<file path="src/hdl/sfss_pkg.sv">
package sfss_pkg;

    localparam int DEF_SCRIPT_LEN = 10;
    localparam int DEF_MAX_WALK   = 64;

    localparam int S_TDATA_W = 40;
    localparam int S_TUSER_W = 2;
    localparam int M_TDATA_W = 24;

    // Item kinds carried on s_tuser
    localparam logic [1:0] MODE_LOAD  = 2'd0;
    localparam logic [1:0] MODE_START = 2'd1;
    localparam logic [1:0] MODE_TICK  = 2'd2;

    // Frame code that marks the end of the script
    localparam logic [7:0] CODE_END = 8'hFF;

    typedef enum logic [1:0] {
        ST_IDLE,
        ST_START,
        ST_WALK,
        ST_RESP
    } seq_state_t;

    // Input item payload, last field in the lowest bits
    typedef struct packed {
        logic [15:0] entry_offset;
        logic [7:0]  entry_hold;
        logic [7:0]  entry_code;
        logic [3:0]  entry_slot;
    } in_item_t;

    // One script entry as stored in the table memory
    typedef struct packed {
        logic [15:0] offset;
        logic [7:0]  hold;
        logic [7:0]  code;
    } entry_t;

    // Result item, last field in the lowest bits
    typedef struct packed {
        logic [15:0] x_offset;
        logic        playing;
        logic [6:0]  frame_number;
    } result_t;

endpackage

</file>
<file path="src/hdl/sfss_ram.sv">
module sfss_ram #(
    parameter int WIDTH = 8,
    parameter int DEPTH = 16
) (
    input  logic                     aclk,
    input  logic                     we,
    input  logic [$clog2(DEPTH)-1:0] waddr,
    input  logic [WIDTH-1:0]         wdata,
    input  logic [$clog2(DEPTH)-1:0] raddr,
    output logic [WIDTH-1:0]         rdata
);

    logic [WIDTH-1:0] mem [DEPTH];
    logic [WIDTH-1:0] rdata_reg;

    // Read-first: a read of the entry being written returns the old data
    always_ff @(posedge aclk) begin
        if (we) begin
            mem[waddr] <= wdata;
        end
        rdata_reg <= mem[raddr];
    end

    assign rdata = rdata_reg;

endmodule

</file>
<file path="src/hdl/sfss_seq.sv">
module sfss_seq
    import sfss_pkg::*;
#(
    parameter int SCRIPT_LEN = DEF_SCRIPT_LEN,
    parameter int MAX_WALK   = DEF_MAX_WALK
) (
    input  logic                          aclk,
    input  logic                          aresetn,
    input  logic                          s_tvalid,
    output logic                          s_tready,
    input  logic [1:0]                    mode,
    input  in_item_t                      item,
    output logic                          tbl_we,
    output logic [$clog2(SCRIPT_LEN)-1:0] tbl_waddr,
    output entry_t                        tbl_wdata,
    output logic [$clog2(SCRIPT_LEN)-1:0] rd_addr,
    input  entry_t                        tbl_rdata,
    output logic                          cnt_we,
    output logic [$clog2(SCRIPT_LEN)-1:0] cnt_waddr,
    output logic [7:0]                    cnt_wdata,
    input  logic [7:0]                    cnt_rdata,
    output logic                          res_valid,
    output result_t                       res,
    input  logic                          out_ready
);

    localparam int AW = $clog2(SCRIPT_LEN);
    localparam int IW = $clog2(SCRIPT_LEN + 1);
    localparam int WW = $clog2(MAX_WALK + 1);
    localparam logic [7:0]    LEN8       = 8'(SCRIPT_LEN);
    localparam logic [4:0]    SLOT_LIMIT = 5'(SCRIPT_LEN);
    localparam logic [IW-1:0] IDX_END    = IW'(SCRIPT_LEN);
    localparam logic [WW-1:0] WALK_LIMIT = WW'(MAX_WALK);

    seq_state_t state_reg, state_next;
    logic [IW-1:0]         idx_reg, idx_next;
    logic [7:0]            hold_reg, hold_next;
    logic                  active_reg, active_next;
    logic [6:0]            frame_reg, frame_next;
    logic [15:0]           offset_reg, offset_next;
    logic [WW-1:0]         walked_reg, walked_next;
    logic [SCRIPT_LEN-1:0] cvalid_reg, cvalid_next;
    logic                  fwd_reg, fwd_next;
    logic [7:0]            fwd_cnt_reg, fwd_cnt_next;

    logic          accept;
    logic          slot_ok;
    logic [AW-1:0] idx_a;
    logic [7:0]    inc8;
    logic          inc_over;
    logic          tick_walk;
    logic          is_end;
    logic          is_loop;
    logic [7:0]    target8;
    logic [7:0]    cnt_cur;
    logic [7:0]    cnt_new;
    logic          pass;
    logic [7:0]    nxt8;
    logic          walk_over;
    logic          walk_limit;
    logic          walk_continue;

    assign s_tready   = (state_reg == ST_IDLE);
    assign accept     = s_tvalid && s_tready;
    assign slot_ok    = {1'b0, item.entry_slot} < SLOT_LIMIT;
    assign idx_a      = idx_reg[AW-1:0];
    assign inc8       = 8'(idx_reg) + 8'd1;
    assign inc_over   = inc8 >= LEN8;
    assign tick_walk  = (mode == MODE_TICK) && active_reg && (hold_reg == 8'd0) && !inc_over;

    assign is_end     = tbl_rdata.code == CODE_END;
    assign is_loop    = tbl_rdata.code[7] && !is_end;
    assign target8    = ~tbl_rdata.code - 8'd1;
    assign cnt_cur    = fwd_reg ? fwd_cnt_reg : (cvalid_reg[idx_a] ? cnt_rdata : 8'd0);
    assign cnt_new    = cnt_cur + 8'd1;
    assign pass       = (tbl_rdata.hold == cnt_new) || (tbl_rdata.hold == 8'd0);
    assign nxt8       = pass ? inc8 : target8;
    assign walk_over  = nxt8 >= LEN8;
    assign walk_limit = walked_reg >= WALK_LIMIT;
    assign walk_continue = is_loop && !walk_limit && !walk_over;

    assign res.frame_number = frame_reg;
    assign res.playing      = active_reg;
    assign res.x_offset     = offset_reg;

    always_comb begin
        state_next = state_reg;
        case (state_reg)
            ST_IDLE: begin
                if (accept) begin
                    if (mode == MODE_START) begin
                        state_next = ST_START;
                    end else if (tick_walk) begin
                        state_next = ST_WALK;
                    end else begin
                        state_next = ST_RESP;
                    end
                end
            end
            ST_START: state_next = ST_RESP;
            ST_WALK: begin
                state_next = walk_continue ? ST_WALK : ST_RESP;
            end
            ST_RESP: begin
                if (out_ready) begin
                    state_next = ST_IDLE;
                end
            end
            default: state_next = ST_IDLE;
        endcase
    end

    always_comb begin
        idx_next     = idx_reg;
        hold_next    = hold_reg;
        active_next  = active_reg;
        frame_next   = frame_reg;
        offset_next  = offset_reg;
        walked_next  = walked_reg;
        cvalid_next  = cvalid_reg;
        fwd_next     = 1'b0;
        fwd_cnt_next = fwd_cnt_reg;
        tbl_we       = 1'b0;
        tbl_waddr    = item.entry_slot[AW-1:0];
        tbl_wdata    = '{offset: item.entry_offset, hold: item.entry_hold,
                         code: item.entry_code};
        rd_addr      = '0;
        cnt_we       = 1'b0;
        cnt_waddr    = idx_a;
        cnt_wdata    = pass ? 8'd0 : cnt_new;
        res_valid    = 1'b0;
        case (state_reg)
            ST_IDLE: begin
                if (accept) begin
                    case (mode)
                        MODE_LOAD: tbl_we = slot_ok;
                        MODE_START: rd_addr = '0;
                        MODE_TICK: begin
                            if (active_reg) begin
                                if (hold_reg != 8'd0) begin
                                    hold_next = hold_reg - 8'd1;
                                end else if (inc_over) begin
                                    // ran off the table: end of script
                                    idx_next    = IDX_END;
                                    frame_next  = 7'd0;
                                    active_next = 1'b0;
                                    offset_next = 16'd0;
                                end else begin
                                    idx_next    = inc8[IW-1:0];
                                    rd_addr     = inc8[AW-1:0];
                                    walked_next = '0;
                                end
                            end
                        end
                        default: ;
                    endcase
                end
            end
            ST_START: begin
                idx_next    = '0;
                cvalid_next = '0;
                if (tbl_rdata.code == CODE_END) begin
                    frame_next = 7'd0;
                end else begin
                    active_next = 1'b1;
                    frame_next  = tbl_rdata.code[6:0];
                    hold_next   = tbl_rdata.hold;
                    offset_next = tbl_rdata.offset;
                end
            end
            ST_WALK: begin
                if (!is_loop) begin
                    if (is_end) begin
                        frame_next  = 7'd0;
                        active_next = 1'b0;
                        offset_next = 16'd0;
                    end else begin
                        frame_next  = tbl_rdata.code[6:0];
                        hold_next   = tbl_rdata.hold;
                        offset_next = tbl_rdata.offset;
                    end
                end else if (walk_limit) begin
                    frame_next  = 7'd0;
                    active_next = 1'b0;
                    offset_next = 16'd0;
                end else begin
                    walked_next        = walked_reg + WW'(1);
                    cnt_we             = 1'b1;
                    cvalid_next[idx_a] = 1'b1;
                    if (walk_over) begin
                        idx_next    = IDX_END;
                        frame_next  = 7'd0;
                        active_next = 1'b0;
                        offset_next = 16'd0;
                    end else begin
                        idx_next     = nxt8[IW-1:0];
                        rd_addr      = nxt8[AW-1:0];
                        // counter memory returns old data when the jump lands here
                        fwd_next     = (nxt8[AW-1:0] == idx_a);
                        fwd_cnt_next = cnt_wdata;
                    end
                end
            end
            ST_RESP: res_valid = 1'b1;
            default: ;
        endcase
    end

    always_ff @(posedge aclk) begin
        if (!aresetn) begin
            state_reg   <= ST_IDLE;
            idx_reg     <= '0;
            hold_reg    <= 8'd0;
            active_reg  <= 1'b0;
            frame_reg   <= 7'd0;
            offset_reg  <= 16'd0;
            walked_reg  <= '0;
            cvalid_reg  <= '0;
            fwd_reg     <= 1'b0;
            fwd_cnt_reg <= 8'd0;
        end else begin
            state_reg   <= state_next;
            idx_reg     <= idx_next;
            hold_reg    <= hold_next;
            active_reg  <= active_next;
            frame_reg   <= frame_next;
            offset_reg  <= offset_next;
            walked_reg  <= walked_next;
            cvalid_reg  <= cvalid_next;
            fwd_reg     <= fwd_next;
            fwd_cnt_reg <= fwd_cnt_next;
        end
    end

endmodule

</file>
<file path="src/hdl/sfss_out.sv">
module sfss_out
    import sfss_pkg::*;
(
    input  logic                 aclk,
    input  logic                 aresetn,
    input  logic                 res_valid,
    input  result_t              res,
    output logic                 out_ready,
    output logic                 m_tvalid,
    input  logic                 m_tready,
    output logic [M_TDATA_W-1:0] m_tdata
);

    logic                 m_tvalid_reg, m_tvalid_next;
    logic [M_TDATA_W-1:0] m_tdata_reg, m_tdata_next;
    logic                 load;

    assign out_ready = !m_tvalid_reg || m_tready;
    assign load      = res_valid && out_ready;

    always_comb begin
        m_tvalid_next = m_tvalid_reg;
        m_tdata_next  = m_tdata_reg;
        if (load) begin
            m_tvalid_next = 1'b1;
            m_tdata_next  = M_TDATA_W'(res);
        end else if (m_tready) begin
            m_tvalid_next = 1'b0;
        end
    end

    always_ff @(posedge aclk) begin
        if (!aresetn) begin
            m_tvalid_reg <= 1'b0;
        end else begin
            m_tvalid_reg <= m_tvalid_next;
        end
        m_tdata_reg <= m_tdata_next;
    end

    assign m_tvalid = m_tvalid_reg;
    assign m_tdata  = m_tdata_reg;

endmodule

</file>
<file path="src/hdl/sprite_frame_script_sequencer_core.sv">
// Sprite animation script player with loop entries.
// Input channel s_*: one transfer per item. s_tuser carries the item kind
// (load entry, start, tick); s_tdata carries slot, code, hold and offset.
// Result channel m_*: exactly one transfer per input item, in order, with
// the frame shown, the playing flag and the x offset.
// An item passes the sequencer's response state and then the output
// register before m_tvalid rises. A start first reads entry 0 in the start
// state. A tick that advances walks the script in the walk state, which
// reads the table and repeat counter memories once per visited entry; a
// walk stops after MAX_WALK loop entries. Load entries, unused kinds,
// stopped ticks and ticks that only count their hold down go straight to
// the response state. Flow: one item in flight at a time. s_tready rises
// again as soon as the result is placed in the output register, so the
// next item can be taken while that result still waits on a stalled
// m_tready; a second finished result then holds the sequencer until the
// output register empties.
// Reset: the player stops with frame 0, offset 0 and all repeat counters
// cleared; script entries hold no defined value until loaded.
module sprite_frame_script_sequencer_core
    import sfss_pkg::*;
#(
    parameter int SCRIPT_LEN = DEF_SCRIPT_LEN,
    parameter int MAX_WALK   = DEF_MAX_WALK
) (
    input  logic                 aclk,
    input  logic                 aresetn,
    input  logic                 s_tvalid,
    output logic                 s_tready,
    // [3:0] entry_slot, [11:4] entry_code, [19:12] entry_hold,
    // [35:20] entry_offset, [39:36] zero
    input  logic [S_TDATA_W-1:0] s_tdata,
    // [1:0] mode
    input  logic [S_TUSER_W-1:0] s_tuser,
    output logic                 m_tvalid,
    input  logic                 m_tready,
    // [6:0] frame_number, [7] playing, [23:8] x_offset
    output logic [M_TDATA_W-1:0] m_tdata
);

    localparam int AW = $clog2(SCRIPT_LEN);

    in_item_t      item;
    logic          tbl_we;
    logic [AW-1:0] tbl_waddr;
    entry_t        tbl_wdata;
    logic [AW-1:0] rd_addr;
    entry_t        tbl_rdata;
    logic          cnt_we;
    logic [AW-1:0] cnt_waddr;
    logic [7:0]    cnt_wdata;
    logic [7:0]    cnt_rdata;
    logic          res_valid;
    result_t       res;
    logic          out_ready;

    // Unpack the payload; the top pad bits of s_tdata are dropped
    assign item = s_tdata[$bits(in_item_t)-1:0];

    // Script entries: code, hold and offset per slot
    sfss_ram #(
        .WIDTH ($bits(entry_t)),
        .DEPTH (SCRIPT_LEN)
    ) u_tbl_ram (
        .aclk  (aclk),
        .we    (tbl_we),
        .waddr (tbl_waddr),
        .wdata (tbl_wdata),
        .raddr (rd_addr),
        .rdata (tbl_rdata)
    );

    // Repeat counters of loop entries, read alongside the table
    sfss_ram #(
        .WIDTH (8),
        .DEPTH (SCRIPT_LEN)
    ) u_cnt_ram (
        .aclk  (aclk),
        .we    (cnt_we),
        .waddr (cnt_waddr),
        .wdata (cnt_wdata),
        .raddr (rd_addr),
        .rdata (cnt_rdata)
    );

    // Sequencer: decode the item, walk the script, update player state
    sfss_seq #(
        .SCRIPT_LEN (SCRIPT_LEN),
        .MAX_WALK   (MAX_WALK)
    ) u_seq (
        .aclk      (aclk),
        .aresetn   (aresetn),
        .s_tvalid  (s_tvalid),
        .s_tready  (s_tready),
        .mode      (s_tuser),
        .item      (item),
        .tbl_we    (tbl_we),
        .tbl_waddr (tbl_waddr),
        .tbl_wdata (tbl_wdata),
        .rd_addr   (rd_addr),
        .tbl_rdata (tbl_rdata),
        .cnt_we    (cnt_we),
        .cnt_waddr (cnt_waddr),
        .cnt_wdata (cnt_wdata),
        .cnt_rdata (cnt_rdata),
        .res_valid (res_valid),
        .res       (res),
        .out_ready (out_ready)
    );

    // Output register: hold the result until the receiver takes it
    sfss_out u_out (
        .aclk      (aclk),
        .aresetn   (aresetn),
        .res_valid (res_valid),
        .res       (res),
        .out_ready (out_ready),
        .m_tvalid  (m_tvalid),
        .m_tready  (m_tready),
        .m_tdata   (m_tdata)
    );

endmodule
</file>
<file path="config.mk">
export PLATFORM = sky130hd
export DESIGN_NAME = sprite_frame_script_sequencer_core
export DESIGN_NICKNAME = d
export VERILOG_FILES = /design/src/hdl/sfss_pkg.sv /design/src/hdl/sfss_ram.sv /design/src/hdl/sfss_seq.sv /design/src/hdl/sfss_out.sv /design/src/hdl/sprite_frame_script_sequencer_core.sv
export SDC_FILE = /design/constraint.sdc
export NUM_CORES = 1
export LEC_CHECK = 0
export BUFFER_PORTS_ARGS = -buffer_cell sky130_fd_sc_hd__buf_2
export CORE_ASPECT_RATIO = 0.6
export CORE_UTILIZATION = 45
export DETAILED_ROUTE_END_ITERATION = 12
export PLACE_DENSITY = 0.7
export SLEW_MARGIN = 20
export SYNTH_ARGS = -nofsm -noshare
export SYNTH_HDL_FRONTEND = slang
export SYNTH_SLANG_ARGS = --single-unit
</file>
<file path="constraint.sdc">
create_clock -name aclk -period 10.96 [get_ports aclk]
set_input_delay 1.096 -clock aclk [delete_from_list [all_inputs] [get_ports aclk]]
set_output_delay 1.096 -clock aclk [all_outputs]
set_load 0.02 [all_outputs]
</file>
==> Word-level counts from Yosys, hierarchy flattened <==
Memory sizes are Yosys's and may differ from the RTL's. A register that Yosys moved wholly into a read port is not among the register bits.
Index checks and enable logic that the tools add are counted.
{ "classes": {"n_bitwise": 7, "n_lt_le_gt_ge": 6, "muxes": 95, "eq_ne": 22, "addsub": 5, "reduce_logical": 35} }
{ "op_table": {"columns": ["operator", "n"], "rows": [
  ["$mux 16", 10],
  ["$mux 7", 16],
  ["$mux 8", 10],
  ["$mux 4", 16],
  ["$pmux 16 s3", 1],
  ["$mux 1", 27],
  ["$pmux 8 s3", 1],
  ["$pmux 7 s3", 1],
  ["$mux 10", 2],
  ["$ne 2x2->1 const B", 10],
  ["$pmux 10 s2", 1],
  ["$ge 8x4->1 const B", 2],
  ["$logic_not 8->1", 2],
  ["$reduce_and 8->1", 2],
  ["$sub 8x1->8 const B", 2],
  ["$pmux 7 s2", 1],
  ["$reduce_and 7->1", 2],
  ["$pmux 4 s3", 1],
  ["$reduce_and 6->1", 2],
  ["$or 10x10->10", 1],
  ["$logic_and 1x1->1", 9],
  ["$add 8x1->8 const B", 1],
  ["$eq 8x8->1", 1],
  ["$eq 8x8->1 const B", 1],
  ["other kinds (30)", 48]
]} }
{ "totals": {"register_bits": 89, "wordCells": 184, "mem_bits_rw": 400, "mem_count": 2, "inputBits": 46, "output_inout_bits": 26} }
{ "mem_list": {"columns": ["memory", "words", "word_bits", "read_ports", "rd_clocked_by_memory_dff", "write_ports", "line", "rtl"], "rows": [
  ["u_tbl_ram.mem", 10, 32, 1, 1, 1, "sfss_ram.sv:13", "logic [WIDTH-1:0] mem [DEPTH];"],
  ["u_cnt_ram.mem", 10, 8, 1, 1, 1, "sfss_ram.sv:13", null]
]} }

==> Depth between registers and ports, before layout <==
{ "depth": {"word_depth": 13, "mapped_depth": 21, "depth_no_buf": 17} }

==> Cells and area by module <==
A second synthesis with hierarchy kept.
{ "hier_totals": {"cells_unflattened": 1441, "hier_area_um2": 21787.1} }
{ "modules_own_cells": {"columns": ["module", "n_inst", "seq_area_each_um2", "area_each_um2", "cells_each"], "rows": [
  ["sfss_ram (u_tbl_ram)", 1, 10249.8, 13290.2, 698],
  ["sfss_seq", 1, 1281.2, 4316.6, 525],
  ["sfss_ram (u_cnt_ram)", 1, 2562.5, 3402.0, 189],
  ["sfss_out", 1, 740.7, 778.2, 29]
]} }

==> Worst setup path after synthesis <==
OpenSTA, ideal clock, no wires.
{ "synth_timing": {"path_type": "flip-flop to flip-flop", "start": "register u_seq.idx_reg[0] (netlist: u_seq.cnt_waddr[0])", "end": "register u_seq.offset_reg[10]", "path_slack_ns": 6.277, "setup_ns": 0.070, "path_stages_with_launch": 21, "path_buffers": 3, "t_arrival_ns": 4.613, "synth_period_minus_slack_ns": 4.683, "required_time_ns": 10.890, "path_cell_list": "dfxtp_1 -> buf_6 -> mux2_1 -> a221o_2 -> o21a_1 -> a22o_1 -> ha_1 -> nand3_1 -> nor2_1 -> o21ai_0 -> mux2_2 -> o2bb2ai_1 -> xnor2_1 -> a31o_2 -> mux2i_1 -> nor2b_1 -> buf_4 -> nor3b_2 -> clkbuf_1 -> nand3_1 -> a21boi_1"} }
{ "synth_between": {"elab_chain_len": 11, "elab_cells_between_ends": 14, "cone_classes": "add/sub (2); order compare (2); eq/ne (3); mux (5); reduce/logical (2)"} }
{ "synth_rtl": {"columns": ["element", "line", "rtl"], "rows": [
  ["from (decl)", "sfss_seq.sv:36", "logic [IW-1:0] idx_reg, idx_next;"],
  ["from (signal assigned)", "sfss_seq.sv:223", "idx_reg <= idx_next;"],
  ["$bmux 1 s4", "sfss_seq.sv:74", "assign cnt_cur = fwd_reg ? fwd_cnt_reg : (cvalid_reg[idx_a] ? cnt_rdata : 8'd0);"],
  ["$mux 1 (not written as such)", "sfss_seq.sv:74", null],
  ["$mux 8 (2 in a row)", "sfss_seq.sv:74", null],
  ["$add 8x1->8", "sfss_seq.sv:75", "assign cnt_new = cnt_cur + 8'd1;"],
  ["$eq 8x8->1", "sfss_seq.sv:76", "assign pass = (tbl_rdata.hold == cnt_new) || (tbl_rdata.hold == 8'd0);"],
  ["$logic_or 1x1->1", "sfss_seq.sv:76", null],
  ["$mux 8", "sfss_seq.sv:77", "assign nxt8 = pass ? inc8 : target8;"],
  ["$ge 8x4->1", "sfss_seq.sv:78", "assign walk_over = nxt8 >= LEN8;"],
  ["$ne 4x4->1 (no source line)", null, null],
  ["$reduce_and 8->1 (no source line) *", null, null],
  ["to (signal assigned)", "sfss_seq.sv:227", "offset_reg <= offset_next;"],
  ["to (decl)", "sfss_seq.sv:40", "logic [15:0] offset_reg, offset_next;"]
]} }
Every way passes the cells marked *; elsewhere a longest branch is shown, timed or not. The select of a mux whose other input is x is not followed.
A chain may end at the register's enable or synchronous reset.

==> Final worst setup path <==
{ "layout_timing": {"start": "register u_seq.idx_reg[0] (netlist: u_seq.cnt_waddr[0])", "end": "register u_tbl_ram.rdata_reg[26] (netlist: u_tbl_ram.rdata[26]) (read register of u_tbl_ram.mem)"} }
{ "layout_between": {"elab_chain_len": 13, "elab_cells_between_ends": 20, "cone_classes": "add/sub (2); order compare (2); eq/ne (1); mux (14); reduce/logical (1)"} }
{ "layout_rtl": {"columns": ["element", "line", "rtl"], "rows": [
  ["$bmux 1 s4", "sfss_seq.sv:74", null],
  ["$mux 1 (not written as such)", "sfss_seq.sv:74", null],
  ["$mux 8 (2 in a row)", "sfss_seq.sv:74", null],
  ["$add 8x1->8", "sfss_seq.sv:75", null],
  ["$eq 8x8->1", "sfss_seq.sv:76", null],
  ["$logic_or 1x1->1", "sfss_seq.sv:76", null],
  ["$mux 8", "sfss_seq.sv:77", null],
  ["$ge 8x4->1", "sfss_seq.sv:78", null],
  ["$mux 4", "sfss_seq.sv:190", "if (walk_over) begin"],
  ["$mux 4", "sfss_seq.sv:182", "end else if (walk_limit) begin"],
  ["$mux 4", "sfss_seq.sv:172", "if (!is_loop) begin"],
  ["$pmux 4 s2 *", "sfss_seq.sv:132", "case (state_reg)"],
  ["to (decl)", "sfss_ram.sv:14", "logic [WIDTH-1:0] rdata_reg;"]
]} }
Marked as above.

==> flow_summary.toml <==
[final_layout]
final_cell_mix = "edfxtp_1 (424), nand2_1 (238), dfxtp_1 (105)"
drive_above_1_share = 0.1363
layout.nets = 1694
final_cells = 2305
layout_commonest_cell = "edfxtp_1"
final_util = 0.5129
largest_reg_flops = 320
area_growth_pct = 11.49

[timing]
setup_violations = 0
grt_setup_unrepaired = "no"
relSlewSlack = 0.2731
period_share = 0.6180
hold_violations = 0
fmax_mhz = 147.6
worst_pin_slew_ns = 1.086
slew_viol_final = 0
finalSetupTns_ns = 0
period_minus_slack_ns = 6.774
finClkSkew_ns = 0.01107

[place]
dp_cells = 2215
place.gp.congestion = 0.9066
dp_hpwl_mm = 30.37
port_buffers = 67

[cts]
cts_tree = "yes"
cts_root_buffer = "clkbuf_16"
clockBufferDepth = 3
hold_buffers = 0
cts_sinks = 529
post_cts_buffers = 0
clock_latency_ns = 0.58
clk_pin_slew_ns = 0.07
cts_made_buffers = 47
cts_resized = 0
cts.htree.levels = 2

[hold_path]
hold_depth = 0
hp-class = "reg -> reg"

[global_route]
grt_pass1_vias = 12960
grt_pass1_wl_mm = 79.05
grt_antenna_before_repair = 3
grt_max_degree = 85
grt_remaining_overflow = 0
grt_use_total = 0.2121

[power_and_ir_drop]
power_density_nw_per_um2 = 196.3
p_leak_uw = 0.007886
vdd_ir_drop_max_uv = 124.7

[synthesis]
ys_seq_area_frac = 0.6903
syn_nets = 1652
synth_edf_count = 424
synthCells = 1592
synth_ff_type = "edfxtp_1"
synth_top_cell_by_area = "edfxtp_1"
ys_types = 75
async_flop_share = 0
yosysWarnings = 0
syn_area_per_cell_um2 = 13.50
synthesis.area_um2 = 21490
synth_top_area_frac = 0.5925
ys_seq_elements = 529
synth_area_leaders = "edfxtp_1 (59%), dfxtp_1 (9.8%), nand2_1 (4.2%), mux2i_1 (2.4%), a21oi_1 (1.7%)"

[routing]
drt_iter0_markers = 1568
detail_route.wl_per_cell_um = 22.39
vias = 13410
drt-pass1-iter-count = 5
routed_via_density = 5.817
routed_wl_mm = 51.61
drc = 0
final_antenna_net_count = 0

[critical_path]
critical_path_required_ns = 11.45
cp_data_arrival_time_ns = 7.26
path_max_fanout = 84
worstSetupPathType = "reg -> reg"
end_kind = "flop"
critPathLaunchType = "flop"
ff2ff_path_depth = 18

[run]
drv_cap = 0

[floorplanning]
num_rows = 61
die_x_um = 284.1
fp.dieH_um = 171.3
dieArea_um2 = 48660
io_pins = 72
initial_core_util = 0.4601
fp.coreArea_um2 = 46710

[run_status]
status = "finished, final reports clean"
## cells by family after synthesis
logic type,share of synthesized area
AND/OR/NAND/NOR,0.1030
XOR/XNOR,0.009373
flip-flops,0.6903
multiplexers,0.02754
AO/OA/AOI/OAI,0.1370
adder cells (fa/ha/maj),0.008151
buffers and inverters,0.02469
## final timing paths
kind	start	to	slack, ns
hold reg to reg	u_seq.offset_reg[10]$_SDFFE_PN0P_	u_out.m_tdata[18]$_DFFE_PP_	0.43
setup reg to reg	u_seq.cnt_waddr[0]$_SDFFE_PN0P_	u_tbl_ram.rdata[26]$_DFF_P_	4.19
hold / removal	u_seq.offset_reg[10]$_SDFFE_PN0P_	u_out.m_tdata[18]$_DFFE_PP_	0.43
setup / recovery	u_seq.cnt_waddr[0]$_SDFFE_PN0P_	u_tbl_ram.rdata[26]$_DFF_P_	4.19
## cell usage after synthesis, drive strengths merged (29+ instances only)
master	n
edfxtp	424
nand2	239
dfxtp	105
a21oi	73
a211oi	71
nor2	62
mux2i	52
buf	49
o21ai	48
clkbuf	46
nand3	41
and2	32
and3	30
a21boi	29
## final cells by class
class | count | area [um2]
clock buffers | 64 | 1270
well taps | 630 | 788.3
clock inverters | 24 | 237.7
flip-flops and latches | 529 | 14830
multi-input cells | 953 | 6275
inverters | 15 | 56.30
diodes | 2 | 5.005
repair buffers | 88 | 493.0
fillers | 3856 | 22750
## through the flow
stage,setup WS (ns),hold WS [ns],power [uW],instance area (um2)
2_1_floorplan,6.277,0.4019,2896,21490
3_3_place_gp,4.288,0.4139,3073,22440
3_5_place_dp,4.276,0.4197,3099,22440
4_1_cts,4.240,0.4357,4715,23950
5_1_grt,3.710,0.4437,4895,23950
6_report,4.186,0.4340,4704,23960
## where the power goes
part | internal, uW | switching [uW] | total, uW | leakage, uW
sequential | 2290 | 52.4 | 2350 | 0.00470
clock | 895 | 736 | 1630 | 0.000733
combinational | 226 | 501 | 727 | 0.00245
## critical path: stages (launching register included)
cell,delay [ns]
dfxtp_1,0.78
mux2i_1,0.23
o2bb2ai_4,0.28
o21a_1,0.34
a22o_1,0.23
ha_1,0.28
o21ai_0,0.20
or4_1,0.57
nand2_1,0.09
a21oi_1,0.08
a221oi_1,0.37
o2111a_1,0.38
a31oi_4,0.20
o21a_1,0.29
o21ai_4,0.71
buf_4,0.89
nand2_1,0.11
a32o_1,0.31
a211oi_2,0.22
## routing by layer
metal / up-vias / share of wire / global-route usage
met5: - / 0.00025 / 0
met4: 2 / 0.017 / 0.05166
met3: 73 / 0.079 / 0.03780
met2: 548 / 0.45 / 0.3296
met1: 6669 / 0.46 / 0.3095
li1: 6117 / - / -
No activity file was read; power rests on OpenSTA's default activity.
